`src/design/adp_pkg.sv`:
```
`timescale 1ns / 1ps

package adp_pkg;

    localparam int SIG_LEN   = 12;
    localparam int NUM_LEN   = 4;
    localparam int BYTE_W    = 8;
    localparam int POS_W     = 4;
    localparam int WORD_W    = 32;
    localparam int INDEX_W   = 16;
    localparam int NAME_LO_W = 64;
    localparam int NAME_HI_W = 32;
    localparam int LEN_W     = 4;
    localparam int ADDR_W    = 3;
    localparam int APB_W     = 32;

    localparam logic [INDEX_W-1:0] MAX_ENTRIES_RST = 16'd4096;
    localparam logic [BYTE_W-1:0]  CHAR_SPACE      = 8'h20;
    localparam logic [WORD_W-1:0]  HEADER_BYTES    = 32'd16;

    localparam logic [0:0] REG_MAX_ENTRIES = 1'b0;

    typedef enum logic [2:0] {
        PH_SIG   = 3'd0,
        PH_COUNT = 3'd1,
        PH_NAME  = 3'd2,
        PH_SIZE  = 3'd3,
        PH_IDLE  = 3'd4
    } t_phase;

    typedef enum logic [2:0] {
        ST_OK          = 3'd0,
        ST_SHORT_SIG   = 3'd1,
        ST_BAD_SIG     = 3'd2,
        ST_SHORT_COUNT = 3'd3,
        ST_TOO_MANY    = 3'd4,
        ST_SHORT_NAME  = 3'd5,
        ST_SHORT_SIZE  = 3'd6
    } t_status;

    typedef struct packed {
        t_status                status;
        logic                   has_entry;
        logic [INDEX_W-1:0]     entry_index;
        logic [NAME_LO_W-1:0]   name_low;
        logic [NAME_HI_W-1:0]   name_high;
        logic [LEN_W-1:0]       name_length;
        logic [WORD_W-1:0]      entry_size;
        logic [WORD_W-1:0]      entry_offset;
        logic                   index_complete;
        logic [INDEX_W-1:0]     total_entries;
    } t_result;

    function automatic logic [BYTE_W-1:0] sig_byte(input logic [POS_W-1:0] pos);
        logic [BYTE_W-1:0] b;
        begin
            unique case (pos)
                4'd0:    b = 8'h4B;
                4'd1:    b = 8'h65;
                4'd2:    b = 8'h6E;
                4'd3:    b = 8'h53;
                4'd4:    b = 8'h69;
                4'd5:    b = 8'h6C;
                4'd6:    b = 8'h76;
                4'd7:    b = 8'h65;
                4'd8:    b = 8'h72;
                4'd9:    b = 8'h6D;
                4'd10:   b = 8'h61;
                4'd11:   b = 8'h6E;
                default: b = 8'h00;
            endcase
            return b;
        end
    endfunction

endpackage

```
`src/design/adp_if.sv`:
```
`timescale 1ns / 1ps

interface adp_in_if
    import adp_pkg::*;
();
    logic              valid;
    logic              ready;
    logic [BYTE_W-1:0] data_byte;
    logic              is_end;

    modport source (output valid, output data_byte, output is_end, input ready);
    modport sink   (input valid, input data_byte, input is_end, output ready);
endinterface

interface adp_out_if
    import adp_pkg::*;
();
    logic                 valid;
    logic                 ready;
    logic [2:0]           status;
    logic                 has_entry;
    logic [INDEX_W-1:0]   entry_index;
    logic [NAME_LO_W-1:0] name_low;
    logic [NAME_HI_W-1:0] name_high;
    logic [LEN_W-1:0]     name_length;
    logic [WORD_W-1:0]    entry_size;
    logic [WORD_W-1:0]    entry_offset;
    logic                 index_complete;
    logic [INDEX_W-1:0]   total_entries;

    modport source (
        output valid, output status, output has_entry, output entry_index,
        output name_low, output name_high, output name_length, output entry_size,
        output entry_offset, output index_complete, output total_entries,
        input ready
    );
    modport sink (
        input valid, input status, input has_entry, input entry_index,
        input name_low, input name_high, input name_length, input entry_size,
        input entry_offset, input index_complete, input total_entries,
        output ready
    );
endinterface

```
`src/design/archive_directory_parser.sv`:
```
`timescale 1ns / 1ps

// archive directory parser
// i_in carries one archive word per handshake: a data byte and an end flag.
// the block checks the 12-byte signature, reads the 32-bit little-endian entry
// count, then parses 16-byte entries (12-byte name, 32-bit size).
// o_out carries at most one result word per input word: an error status, one
// parsed entry with its trimmed name, size and data offset, or completion.
// an end flag rearms the parser; it reports a short read when it comes early.
// the apb port holds max_entries at address 0, sampled on the last count byte.
// a result passes from the input register to the result register. throughput:
// one word per cycle while the receiver takes results, set by the single-pass
// step logic between the two registers. when the receiver stalls, the result
// register holds, the input register keeps its word and i_in.ready falls once
// the input register is full.
// reset (synchronous, active low) empties both registers, restores
// max_entries to 4096 and returns the parser to the signature phase.
module archive_directory_parser
    import adp_pkg::*;
(
    input  logic              i_clk,
    input  logic              i_rst_n,
    adp_in_if.sink            i_in,
    adp_out_if.source         o_out,
    input  logic              psel,
    input  logic              penable,
    input  logic              pwrite,
    input  logic [ADDR_W-1:0] paddr,
    input  logic [APB_W-1:0]  pwdata,
    output logic [APB_W-1:0]  prdata,
    output logic              pready
);

    logic [INDEX_W-1:0] r_max_entries;

    logic              r_in_valid;
    logic [BYTE_W-1:0] r_in_byte;
    logic              r_in_end;

    t_phase             r_phase, n_phase;
    logic [POS_W-1:0]   r_byte_pos, n_byte_pos;
    logic               r_sig_mis, n_sig_mis;
    logic [WORD_W-1:0]  r_count, n_count;
    logic [INDEX_W-1:0] r_entries, n_entries;
    logic [LEN_W-1:0]   r_last_kept, n_last_kept;
    logic [WORD_W-1:0]  r_size, n_size;
    logic [WORD_W-1:0]  r_offset, n_offset;
    logic [BYTE_W-1:0]  r_name [SIG_LEN];

    logic    r_out_valid, n_out_valid;
    t_result r_out, n_out;

    logic               w_advance;
    logic               w_step;
    logic               w_sig_bad;
    logic               w_last_sig;
    logic               w_last_num;
    logic [4:0]         w_shift;
    logic [WORD_W-1:0]  w_count_full;
    logic [WORD_W-1:0]  w_size_full;
    logic               w_too_many;
    logic [INDEX_W-1:0] w_entries_inc;
    logic               w_last_entry;
    logic               w_kept_byte;
    logic [NAME_LO_W-1:0] w_name_lo;
    logic [NAME_HI_W-1:0] w_name_hi;

    // config port
    assign pready = 1'b1;
    assign prdata = (paddr[2] == REG_MAX_ENTRIES) ? APB_W'(r_max_entries) : '0;

    always_ff @(posedge i_clk) begin
        if (!i_rst_n) begin
            r_max_entries <= MAX_ENTRIES_RST;
        end else if (psel && penable && pwrite && pready && paddr[2] == REG_MAX_ENTRIES) begin
            r_max_entries <= pwdata[INDEX_W-1:0];
        end
    end

    // handshake
    assign w_advance  = !r_out_valid || o_out.ready;
    assign w_step     = r_in_valid && w_advance;
    assign i_in.ready = !r_in_valid || w_advance;

    always_ff @(posedge i_clk) begin
        if (!i_rst_n) begin
            r_in_valid <= 1'b0;
        end else if (i_in.valid && i_in.ready) begin
            r_in_valid <= 1'b1;
        end else if (w_step) begin
            r_in_valid <= 1'b0;
        end
    end

    always_ff @(posedge i_clk) begin
        if (i_in.valid && i_in.ready) begin
            r_in_byte <= i_in.data_byte;
            r_in_end  <= i_in.is_end;
        end
    end

    // shared step conditions
    assign w_last_sig    = (r_byte_pos == POS_W'(SIG_LEN - 1));
    assign w_last_num    = (r_byte_pos == POS_W'(NUM_LEN - 1));
    assign w_sig_bad     = r_sig_mis || (r_in_byte != sig_byte(r_byte_pos));
    assign w_shift       = {r_byte_pos[1:0], 3'b000};
    assign w_count_full  = r_count | (WORD_W'(r_in_byte) << w_shift);
    assign w_size_full   = r_size | (WORD_W'(r_in_byte) << w_shift);
    assign w_too_many    = w_count_full > WORD_W'(r_max_entries);
    assign w_entries_inc = r_entries + 1'b1;
    assign w_last_entry  = (w_entries_inc == r_count[INDEX_W-1:0]);
    assign w_kept_byte   = (r_in_byte != CHAR_SPACE) && (r_in_byte != '0);

    // trimmed name
    always_comb begin
        w_name_lo = '0;
        w_name_hi = '0;
        for (int i = 0; i < 8; i++) begin
            if (LEN_W'(i) < r_last_kept) begin
                w_name_lo[8*i +: 8] = r_name[i];
            end
        end
        for (int i = 0; i < SIG_LEN - 8; i++) begin
            if (LEN_W'(i + 8) < r_last_kept) begin
                w_name_hi[8*i +: 8] = r_name[i + 8];
            end
        end
    end

    // next phase
    always_comb begin
        n_phase = r_phase;
        if (w_step) begin
            if (r_in_end) begin
                n_phase = PH_SIG;
            end else begin
                unique case (r_phase)
                    PH_SIG: begin
                        if (w_last_sig) begin
                            n_phase = w_sig_bad ? PH_IDLE : PH_COUNT;
                        end
                    end
                    PH_COUNT: begin
                        if (w_last_num) begin
                            n_phase = (w_too_many || w_count_full == '0) ? PH_IDLE : PH_NAME;
                        end
                    end
                    PH_NAME: begin
                        if (w_last_sig) begin
                            n_phase = PH_SIZE;
                        end
                    end
                    PH_SIZE: begin
                        if (w_last_num) begin
                            n_phase = w_last_entry ? PH_IDLE : PH_NAME;
                        end
                    end
                    default: n_phase = PH_IDLE;
                endcase
            end
        end
    end

    // datapath and result
    always_comb begin
        n_byte_pos  = r_byte_pos;
        n_sig_mis   = r_sig_mis;
        n_count     = r_count;
        n_entries   = r_entries;
        n_last_kept = r_last_kept;
        n_size      = r_size;
        n_offset    = r_offset;
        n_out_valid = 1'b0;
        n_out       = '0;
        if (w_step) begin
            if (r_in_end) begin
                n_byte_pos  = '0;
                n_sig_mis   = 1'b0;
                n_count     = '0;
                n_entries   = '0;
                n_last_kept = '0;
                n_size      = '0;
                n_offset    = '0;
                n_out_valid = (r_phase != PH_IDLE);
                unique case (r_phase)
                    PH_SIG:   n_out.status = ST_SHORT_SIG;
                    PH_COUNT: n_out.status = ST_SHORT_COUNT;
                    PH_NAME:  n_out.status = ST_SHORT_NAME;
                    PH_SIZE:  n_out.status = ST_SHORT_SIZE;
                    default:  n_out.status = ST_OK;
                endcase
            end else begin
                unique case (r_phase)
                    PH_SIG: begin
                        n_sig_mis  = w_sig_bad;
                        n_byte_pos = r_byte_pos + 1'b1;
                        if (w_last_sig) begin
                            n_byte_pos = '0;
                            if (w_sig_bad) begin
                                n_out_valid  = 1'b1;
                                n_out.status = ST_BAD_SIG;
                            end
                        end
                    end
                    PH_COUNT: begin
                        n_count    = w_count_full;
                        n_byte_pos = r_byte_pos + 1'b1;
                        if (w_last_num) begin
                            n_byte_pos = '0;
                            if (w_too_many) begin
                                n_out_valid  = 1'b1;
                                n_out.status = ST_TOO_MANY;
                            end else begin
                                n_offset    = HEADER_BYTES + {w_count_full[WORD_W-5:0], 4'b0000};
                                n_entries   = '0;
                                n_last_kept = '0;
                                if (w_count_full == '0) begin
                                    n_out_valid          = 1'b1;
                                    n_out.index_complete = 1'b1;
                                end
                            end
                        end
                    end
                    PH_NAME: begin
                        n_byte_pos = r_byte_pos + 1'b1;
                        if (w_kept_byte) begin
                            n_last_kept = r_byte_pos + 1'b1;
                        end
                        if (w_last_sig) begin
                            n_byte_pos = '0;
                            n_size     = '0;
                        end
                    end
                    PH_SIZE: begin
                        n_size     = w_size_full;
                        n_byte_pos = r_byte_pos + 1'b1;
                        if (w_last_num) begin
                            n_byte_pos         = '0;
                            n_out_valid        = 1'b1;
                            n_out.has_entry    = 1'b1;
                            n_out.entry_index  = r_entries;
                            n_out.name_low     = w_name_lo;
                            n_out.name_high    = w_name_hi;
                            n_out.name_length  = r_last_kept;
                            n_out.entry_size   = w_size_full;
                            n_out.entry_offset = r_offset;
                            n_offset           = r_offset + w_size_full;
                            n_entries          = w_entries_inc;
                            n_last_kept        = '0;
                            if (w_last_entry) begin
                                n_out.index_complete = 1'b1;
                                n_out.total_entries  = r_count[INDEX_W-1:0];
                            end
                        end
                    end
                    default: begin
                        n_byte_pos = r_byte_pos;
                    end
                endcase
            end
        end
    end

    always_ff @(posedge i_clk) begin
        if (!i_rst_n) begin
            r_phase     <= PH_SIG;
            r_byte_pos  <= '0;
            r_sig_mis   <= 1'b0;
            r_count     <= '0;
            r_entries   <= '0;
            r_last_kept <= '0;
            r_size      <= '0;
            r_offset    <= '0;
        end else begin
            r_phase     <= n_phase;
            r_byte_pos  <= n_byte_pos;
            r_sig_mis   <= n_sig_mis;
            r_count     <= n_count;
            r_entries   <= n_entries;
            r_last_kept <= n_last_kept;
            r_size      <= n_size;
            r_offset    <= n_offset;
        end
    end

    // name bytes
    always_ff @(posedge i_clk) begin
        if (w_step && !r_in_end && r_phase == PH_NAME) begin
            r_name[r_byte_pos] <= r_in_byte;
        end
    end

    // result register
    always_ff @(posedge i_clk) begin
        if (!i_rst_n) begin
            r_out_valid <= 1'b0;
        end else if (w_advance) begin
            r_out_valid <= n_out_valid;
        end
    end

    always_ff @(posedge i_clk) begin
        if (w_advance) begin
            r_out <= n_out;
        end
    end

    assign o_out.valid          = r_out_valid;
    assign o_out.status         = r_out.status;
    assign o_out.has_entry      = r_out.has_entry;
    assign o_out.entry_index    = r_out.entry_index;
    assign o_out.name_low       = r_out.name_low;
    assign o_out.name_high      = r_out.name_high;
    assign o_out.name_length    = r_out.name_length;
    assign o_out.entry_size     = r_out.entry_size;
    assign o_out.entry_offset   = r_out.entry_offset;
    assign o_out.index_complete = r_out.index_complete;
    assign o_out.total_entries  = r_out.total_entries;

    a_out_from_step: assert property (@(posedge i_clk) disable iff (!i_rst_n)
        $rose(r_out_valid) |-> $past(w_step))
        else $error("result appeared without a step");

    a_in_held: assert property (@(posedge i_clk) disable iff (!i_rst_n)
        r_in_valid && !w_step |=> r_in_valid)
        else $error("pending input word lost");

    a_entry_ok: assert property (@(posedge i_clk) disable iff (!i_rst_n)
        r_out_valid && (r_out.has_entry || r_out.index_complete) |-> r_out.status == ST_OK)
        else $error("entry or completion with error status");

    a_total_only_complete: assert property (@(posedge i_clk) disable iff (!i_rst_n)
        r_out_valid && !r_out.index_complete |-> r_out.total_entries == '0)
        else $error("total entries without completion");

    a_pos_range: assert property (@(posedge i_clk) disable iff (!i_rst_n)
        (r_phase == PH_COUNT || r_phase == PH_SIZE) |-> r_byte_pos < POS_W'(NUM_LEN))
        else $error("byte position out of range in numeric field");

endmodule
```
`src/flat_wrapper.sv`:
```
// flat-port wrapper written by rule: the top's interface ports become plain ports
module archive_directory_parser_flat import adp_pkg::*;
  (i_clk, i_rst_n, psel, penable, pwrite, paddr, pwdata, prdata, pready, i_in_valid, i_in_data_byte, i_in_is_end, i_in_ready, o_out_valid, o_out_status, o_out_has_entry, o_out_entry_index, o_out_name_low, o_out_name_high, o_out_name_length, o_out_entry_size, o_out_entry_offset, o_out_index_complete, o_out_total_entries, o_out_ready);
  adp_in_if i_in_i ();
  adp_out_if o_out_i ();
  input  logic i_clk;
  input  logic i_rst_n;
  input  logic psel;
  input  logic penable;
  input  logic pwrite;
  input  logic [ADDR_W-1:0] paddr;
  input  logic [APB_W-1:0] pwdata;
  output logic [APB_W-1:0] prdata;
  output logic pready;
  input wire logic [$bits(i_in_i.valid)-1:0] i_in_valid;
  input wire logic [$bits(i_in_i.data_byte)-1:0] i_in_data_byte;
  input wire logic [$bits(i_in_i.is_end)-1:0] i_in_is_end;
  output wire logic [$bits(i_in_i.ready)-1:0] i_in_ready;
  output wire logic [$bits(o_out_i.valid)-1:0] o_out_valid;
  output wire logic [$bits(o_out_i.status)-1:0] o_out_status;
  output wire logic [$bits(o_out_i.has_entry)-1:0] o_out_has_entry;
  output wire logic [$bits(o_out_i.entry_index)-1:0] o_out_entry_index;
  output wire logic [$bits(o_out_i.name_low)-1:0] o_out_name_low;
  output wire logic [$bits(o_out_i.name_high)-1:0] o_out_name_high;
  output wire logic [$bits(o_out_i.name_length)-1:0] o_out_name_length;
  output wire logic [$bits(o_out_i.entry_size)-1:0] o_out_entry_size;
  output wire logic [$bits(o_out_i.entry_offset)-1:0] o_out_entry_offset;
  output wire logic [$bits(o_out_i.index_complete)-1:0] o_out_index_complete;
  output wire logic [$bits(o_out_i.total_entries)-1:0] o_out_total_entries;
  input wire logic [$bits(o_out_i.ready)-1:0] o_out_ready;
  assign i_in_i.valid = i_in_valid;
  assign i_in_i.data_byte = i_in_data_byte;
  assign i_in_i.is_end = i_in_is_end;
  assign i_in_ready = i_in_i.ready;
  assign o_out_valid = o_out_i.valid;
  assign o_out_status = o_out_i.status;
  assign o_out_has_entry = o_out_i.has_entry;
  assign o_out_entry_index = o_out_i.entry_index;
  assign o_out_name_low = o_out_i.name_low;
  assign o_out_name_high = o_out_i.name_high;
  assign o_out_name_length = o_out_i.name_length;
  assign o_out_entry_size = o_out_i.entry_size;
  assign o_out_entry_offset = o_out_i.entry_offset;
  assign o_out_index_complete = o_out_i.index_complete;
  assign o_out_total_entries = o_out_i.total_entries;
  assign o_out_i.ready = o_out_ready;
  archive_directory_parser u_core (.i_clk(i_clk), .i_rst_n(i_rst_n), .i_in(i_in_i), .o_out(o_out_i), .psel(psel), .penable(penable), .pwrite(pwrite), .paddr(paddr), .pwdata(pwdata), .prdata(prdata), .pready(pready));
endmodule
```
`config.mk`:
```
export PLATFORM = sky130hd
export DESIGN_NAME = archive_directory_parser_flat
export DESIGN_NICKNAME = d
export VERILOG_FILES = /design/src/design/adp_pkg.sv /design/src/design/adp_if.sv /design/src/design/archive_directory_parser.sv /design/src/flat_wrapper.sv
export SDC_FILE = /design/constraint.sdc
export NUM_CORES = 1
export LEC_CHECK = 0
export BUFFER_PORTS_ARGS = -buffer_cell sky130_fd_sc_hd__clkbuf_2
export CAP_MARGIN = 0
export CORE_UTILIZATION = 50
export DETAILED_ROUTE_END_ITERATION = 10
export GPL_TIMING_DRIVEN = 1
export PLACE_DENSITY = 0.71
export SLEW_MARGIN = 5
export SYNTH_ARGS = -nofsm -noshare
export SYNTH_HDL_FRONTEND = slang
export SYNTH_SLANG_ARGS = --single-unit
```
`constraint.sdc`:
```
create_clock -name i_clk -period 8.3 [get_ports i_clk]
set_clock_uncertainty 0.2 [all_clocks]
set_input_delay 0.415 -clock i_clk [delete_from_list [all_inputs] [get_ports i_clk]]
set_output_delay 0.415 -clock i_clk [all_outputs]
set_load 0.05 [all_outputs]
```
==> results.json <==
{
  "outcome": "completed",
  "worst_r2r_path_depth": 12,
  "max_slew_margin_pct": 20.5,
  "fin_crit_sh_pct": 61.7,
  "first_global_vias": 14600,
  "grt_max_degree": 94,
  "min_to": "u_core.r_in_valid",
  "crit_buf_inv": 1,
  "yosys.area.top_type_share_pct": 44.5,
  "drive_above_1_share_pct": 17.0,
  "fmax_mhz": 195,
  "synth_edf_count": 306,
  "antenna_found_initial": 0,
  "via_count": 15400,
  "r2r_slack_ns": 3.18,
  "numCtsBuffers": 46,
  "synth-warning-count": 0,
  "crit_slowest_cell": "nor2_1",
  "cpPeakStageDelay_ns": 0.95,
  "hold_class": "in -> reg",
  "cts_tree": "built",
  "die_w_um": 205,
  "cts_max_path_buffers": 3,
  "cp.required_ns": 8.63,
  "port_buffers": 251,
  "end_kind": "register",
  "first_pass_iters": 5,
  "postRouteAntennaNets": 0,
  "nets": 2266,
  "grt_util_all_layers_pct": 25.3,
  "netlist_area_sq_um": 20700,
  "num_antenna_cells": 0,
  "ys_seq_area_share_pct": 58.9,
  "cts_root_buffer": "clkbuf_16",
  "layout_commonest_cell": "edfxtp_1",
  "drv_slew": 0,
  "ir_drop_mv": 0.141,
  "wl_per_cell_um": 19.7,
  "h-tree-depth": 2,
  "crit_fanout": 16,
  "hp-start": "o_out_ready",
  "numClockSinks": 455,
  "grt_pass1_wl_um": 81900,
  "timing.rr.start": "u_core.r_byte_pos[1]",
  "arrival_ns": 5.45,
  "yosysTopAreaCell": "edfxtp_1",
  "hold_violations": 0,
  "dp_hpwl_um": 35800,
  "r2r_end": "u_core.r_offset[13]",
  "p_total_mw": 4.74,
  "clk_pin_slew_ns": 0.07,
  "ctsResizeCount": 0,
  "die_y_um": 205,
  "cts_setup_buffers": 0,
  "rows": 74,
  "ys_dominant_reg_cell": "edfxtp_1",
  "setup_tns_ns": 0,
  "synth_cells": 1896,
  "critPathTopFamily": "simple AND/OR/NAND/NOR gates",
  "routed_via_density": 5.67,
  "powerDensity_nw_per_um2": 196,
  "syn_to_final_growth_pct": 16.9,
  "synthArstFlopShare_pct": 0,
  "syn_avg_cell_area_sq_um": 10.9,
  "start_util_pct": 50.6,
  "mostFrequentLayoutCells": "edfxtp_1 (306), clkbuf_2 (251), nor2_1 (162)",
  "grt_overflow": 0,
  "route.detailed.drc": 0,
  "synth_cell_types": 79,
  "io_pins": 287,
  "wl_um": 53800,
  "place.gp.congestion": 0.921,
  "core_sq_um": 40800,
  "p_leak_nw": 10.0,
  "criticalPathCategory": "reg -> reg",
  "start_kind": "register",
  "path_cells": "nor2_1 > a21oi_1 > inv_1 > ha_1 > nand2_1 > o21a_1 > o211a_1 > o2111ai_1 > a2111oi_4 > or2_1 > nor2_2 > a22o_1",
  "insertion_delay_ns": 0.59,
  "period_needed_ns": 5.12,
  "synth_area_leaders": "edfxtp_1 (44%), dfxtp_1 (14%), and2_1 (4.5%), ha_1 (3.6%), a21oi_1 (3.4%)",
  "drtIter0Drc": 1250,
  "worst_slew_pin_slew_ns": 1.19,
  "grt_setup_unrepaired": "false",
  "synth_seq_cells": 455,
  "min_path_cells": 4,
  "maxCapViolCount": 0,
  "setup_violations": 0,
  "die-area_sq_um": 42100
}
-- timing repair --
item                                   CTS  global route
hold buffers                            26             0
setup endpoints to repair                0             0
endpoints found under the hold margin   26             0
-- per-layer routing --
layer | vias to the layer above | track usage [%] | part of all wire, % | routed length [um]
li1 | 7277 | - | - | -
met1 | 7431 | 34.8 | 44 | 23600
met2 | 612 | 40.2 | 46 | 24500
met3 | 119 | 4.04 | 7.3 | 3900
met4 | 0 | 10.1 | 3.3 | 1780
met5 | - | 0 | 0 | 0
-- worst min-delay path, cell delays in order --
cell	delay, ns
clkbuf_2	0.08
nor2b_1	0.13
a21oi_1	0.18
nor2b_1	0.05
-- cell families (layout without fill, tap and decap cells) --
| group | after synthesis | count (layout) | share of synthesized area (%) |
|---|---|---|---|
| mux | 8 | 8 | 0.406 |
| buf+inv | 194 | 476 | 3.97 |
| other cells | 2 | 17 | 0.0364 |
| simple gates | 719 | 719 | 18.0 |
| fa+ha+maj | 60 | 60 | 3.67 |
| xor+xnor | 69 | 69 | 2.93 |
| compound gates | 389 | 389 | 12.0 |
| flops | 455 | 455 | 58.9 |
-- report_power, final --
group	internal, mW	total [mW]	switching (mW)
registers	2.41	2.42	0.00744
clock network	1.21	2.09	0.882
logic	0.0631	0.232	0.169
-- synthesized netlist by cell type (32+ instances only) --
library cell  instances
a21oi_1             141
and2_1              149
and3_1               32
clkbuf_1             64
dfxtp_1             149
edfxtp_1            306
ha_1                 59
inv_1                86
nand2_1             133
nand3_1              44
nor2_1              163
nor2b_1              56
nor3_1               63
o21ai_0              58
xnor2_1              47
-- worst max-delay path by stage --
stage	from	to	depth (start not counted)
after floorplan	u_core.o_out.valid	register	9
after global placement	o_out_ready	u_core.o_out.name_low[42]	11
after detailed placement	o_out_ready	u_core.o_out.name_low[46]	12
after CTS	u_core.o_out.valid	u_core.o_out.name_low[46]	11
after global routing	u_core.r_byte_pos[0]	u_core.r_offset[13]	12
final	u_core.r_byte_pos[1]	u_core.r_offset[13]	12
-- flip-flops by register name, summed over array words and instances (netlist names), 3 cells and up, named ones only --
name	cells
u_core.o_out.entry_size	32
u_core.r_last_kept	4
u_core.o_out.entry_offset	32
u_core.o_out.status	3
u_core.o_out.entry_index	16
u_core.r_count	32
u_core.r_name	96
u_core.r_byte_pos	4
u_core.r_entries	16
u_core.r_in_byte	8
u_core.o_out.name_length	4
u_core.r_size	32
u_core.r_max_entries	16
u_core.r_offset	32
u_core.o_out.total_entries	16
u_core.o_out.name_low	64
u_core.o_out.name_high	32
u_core.r_phase	3
-- final cells by class --
| type | count | area (sq um) |
|---|---|---|
| Clock buffer | 58 | 1290 |
| Clock inverter | 28 | 253 |
| Tap cell | 532 | 666 |
| Multi-Input combinational cell | 1262 | 7730 |
| Fill cell | 3404 | 16700 |
| Inverter | 89 | 342 |
| Sequential cell | 455 | 12200 |
| Timing Repair Buffer | 301 | 1700 |
-- through the flow --
stage	std cells	cell area, sq um	worst slack [ns]	hold slack [ns]	util (%)
final	2725	24200	3.18	0.120	59.1
after global routing	2725	24200	2.88	0.127	59.1
after global placement	2613	22300	3.20	0.250	54.7
after CTS	2725	24200	3.22	0.110	59.1
after detailed placement	2613	22300	3.10	0.259	54.7
after floorplan	1911	20700	0.879	0.237	-
Power figures use the tool's default switching activity.
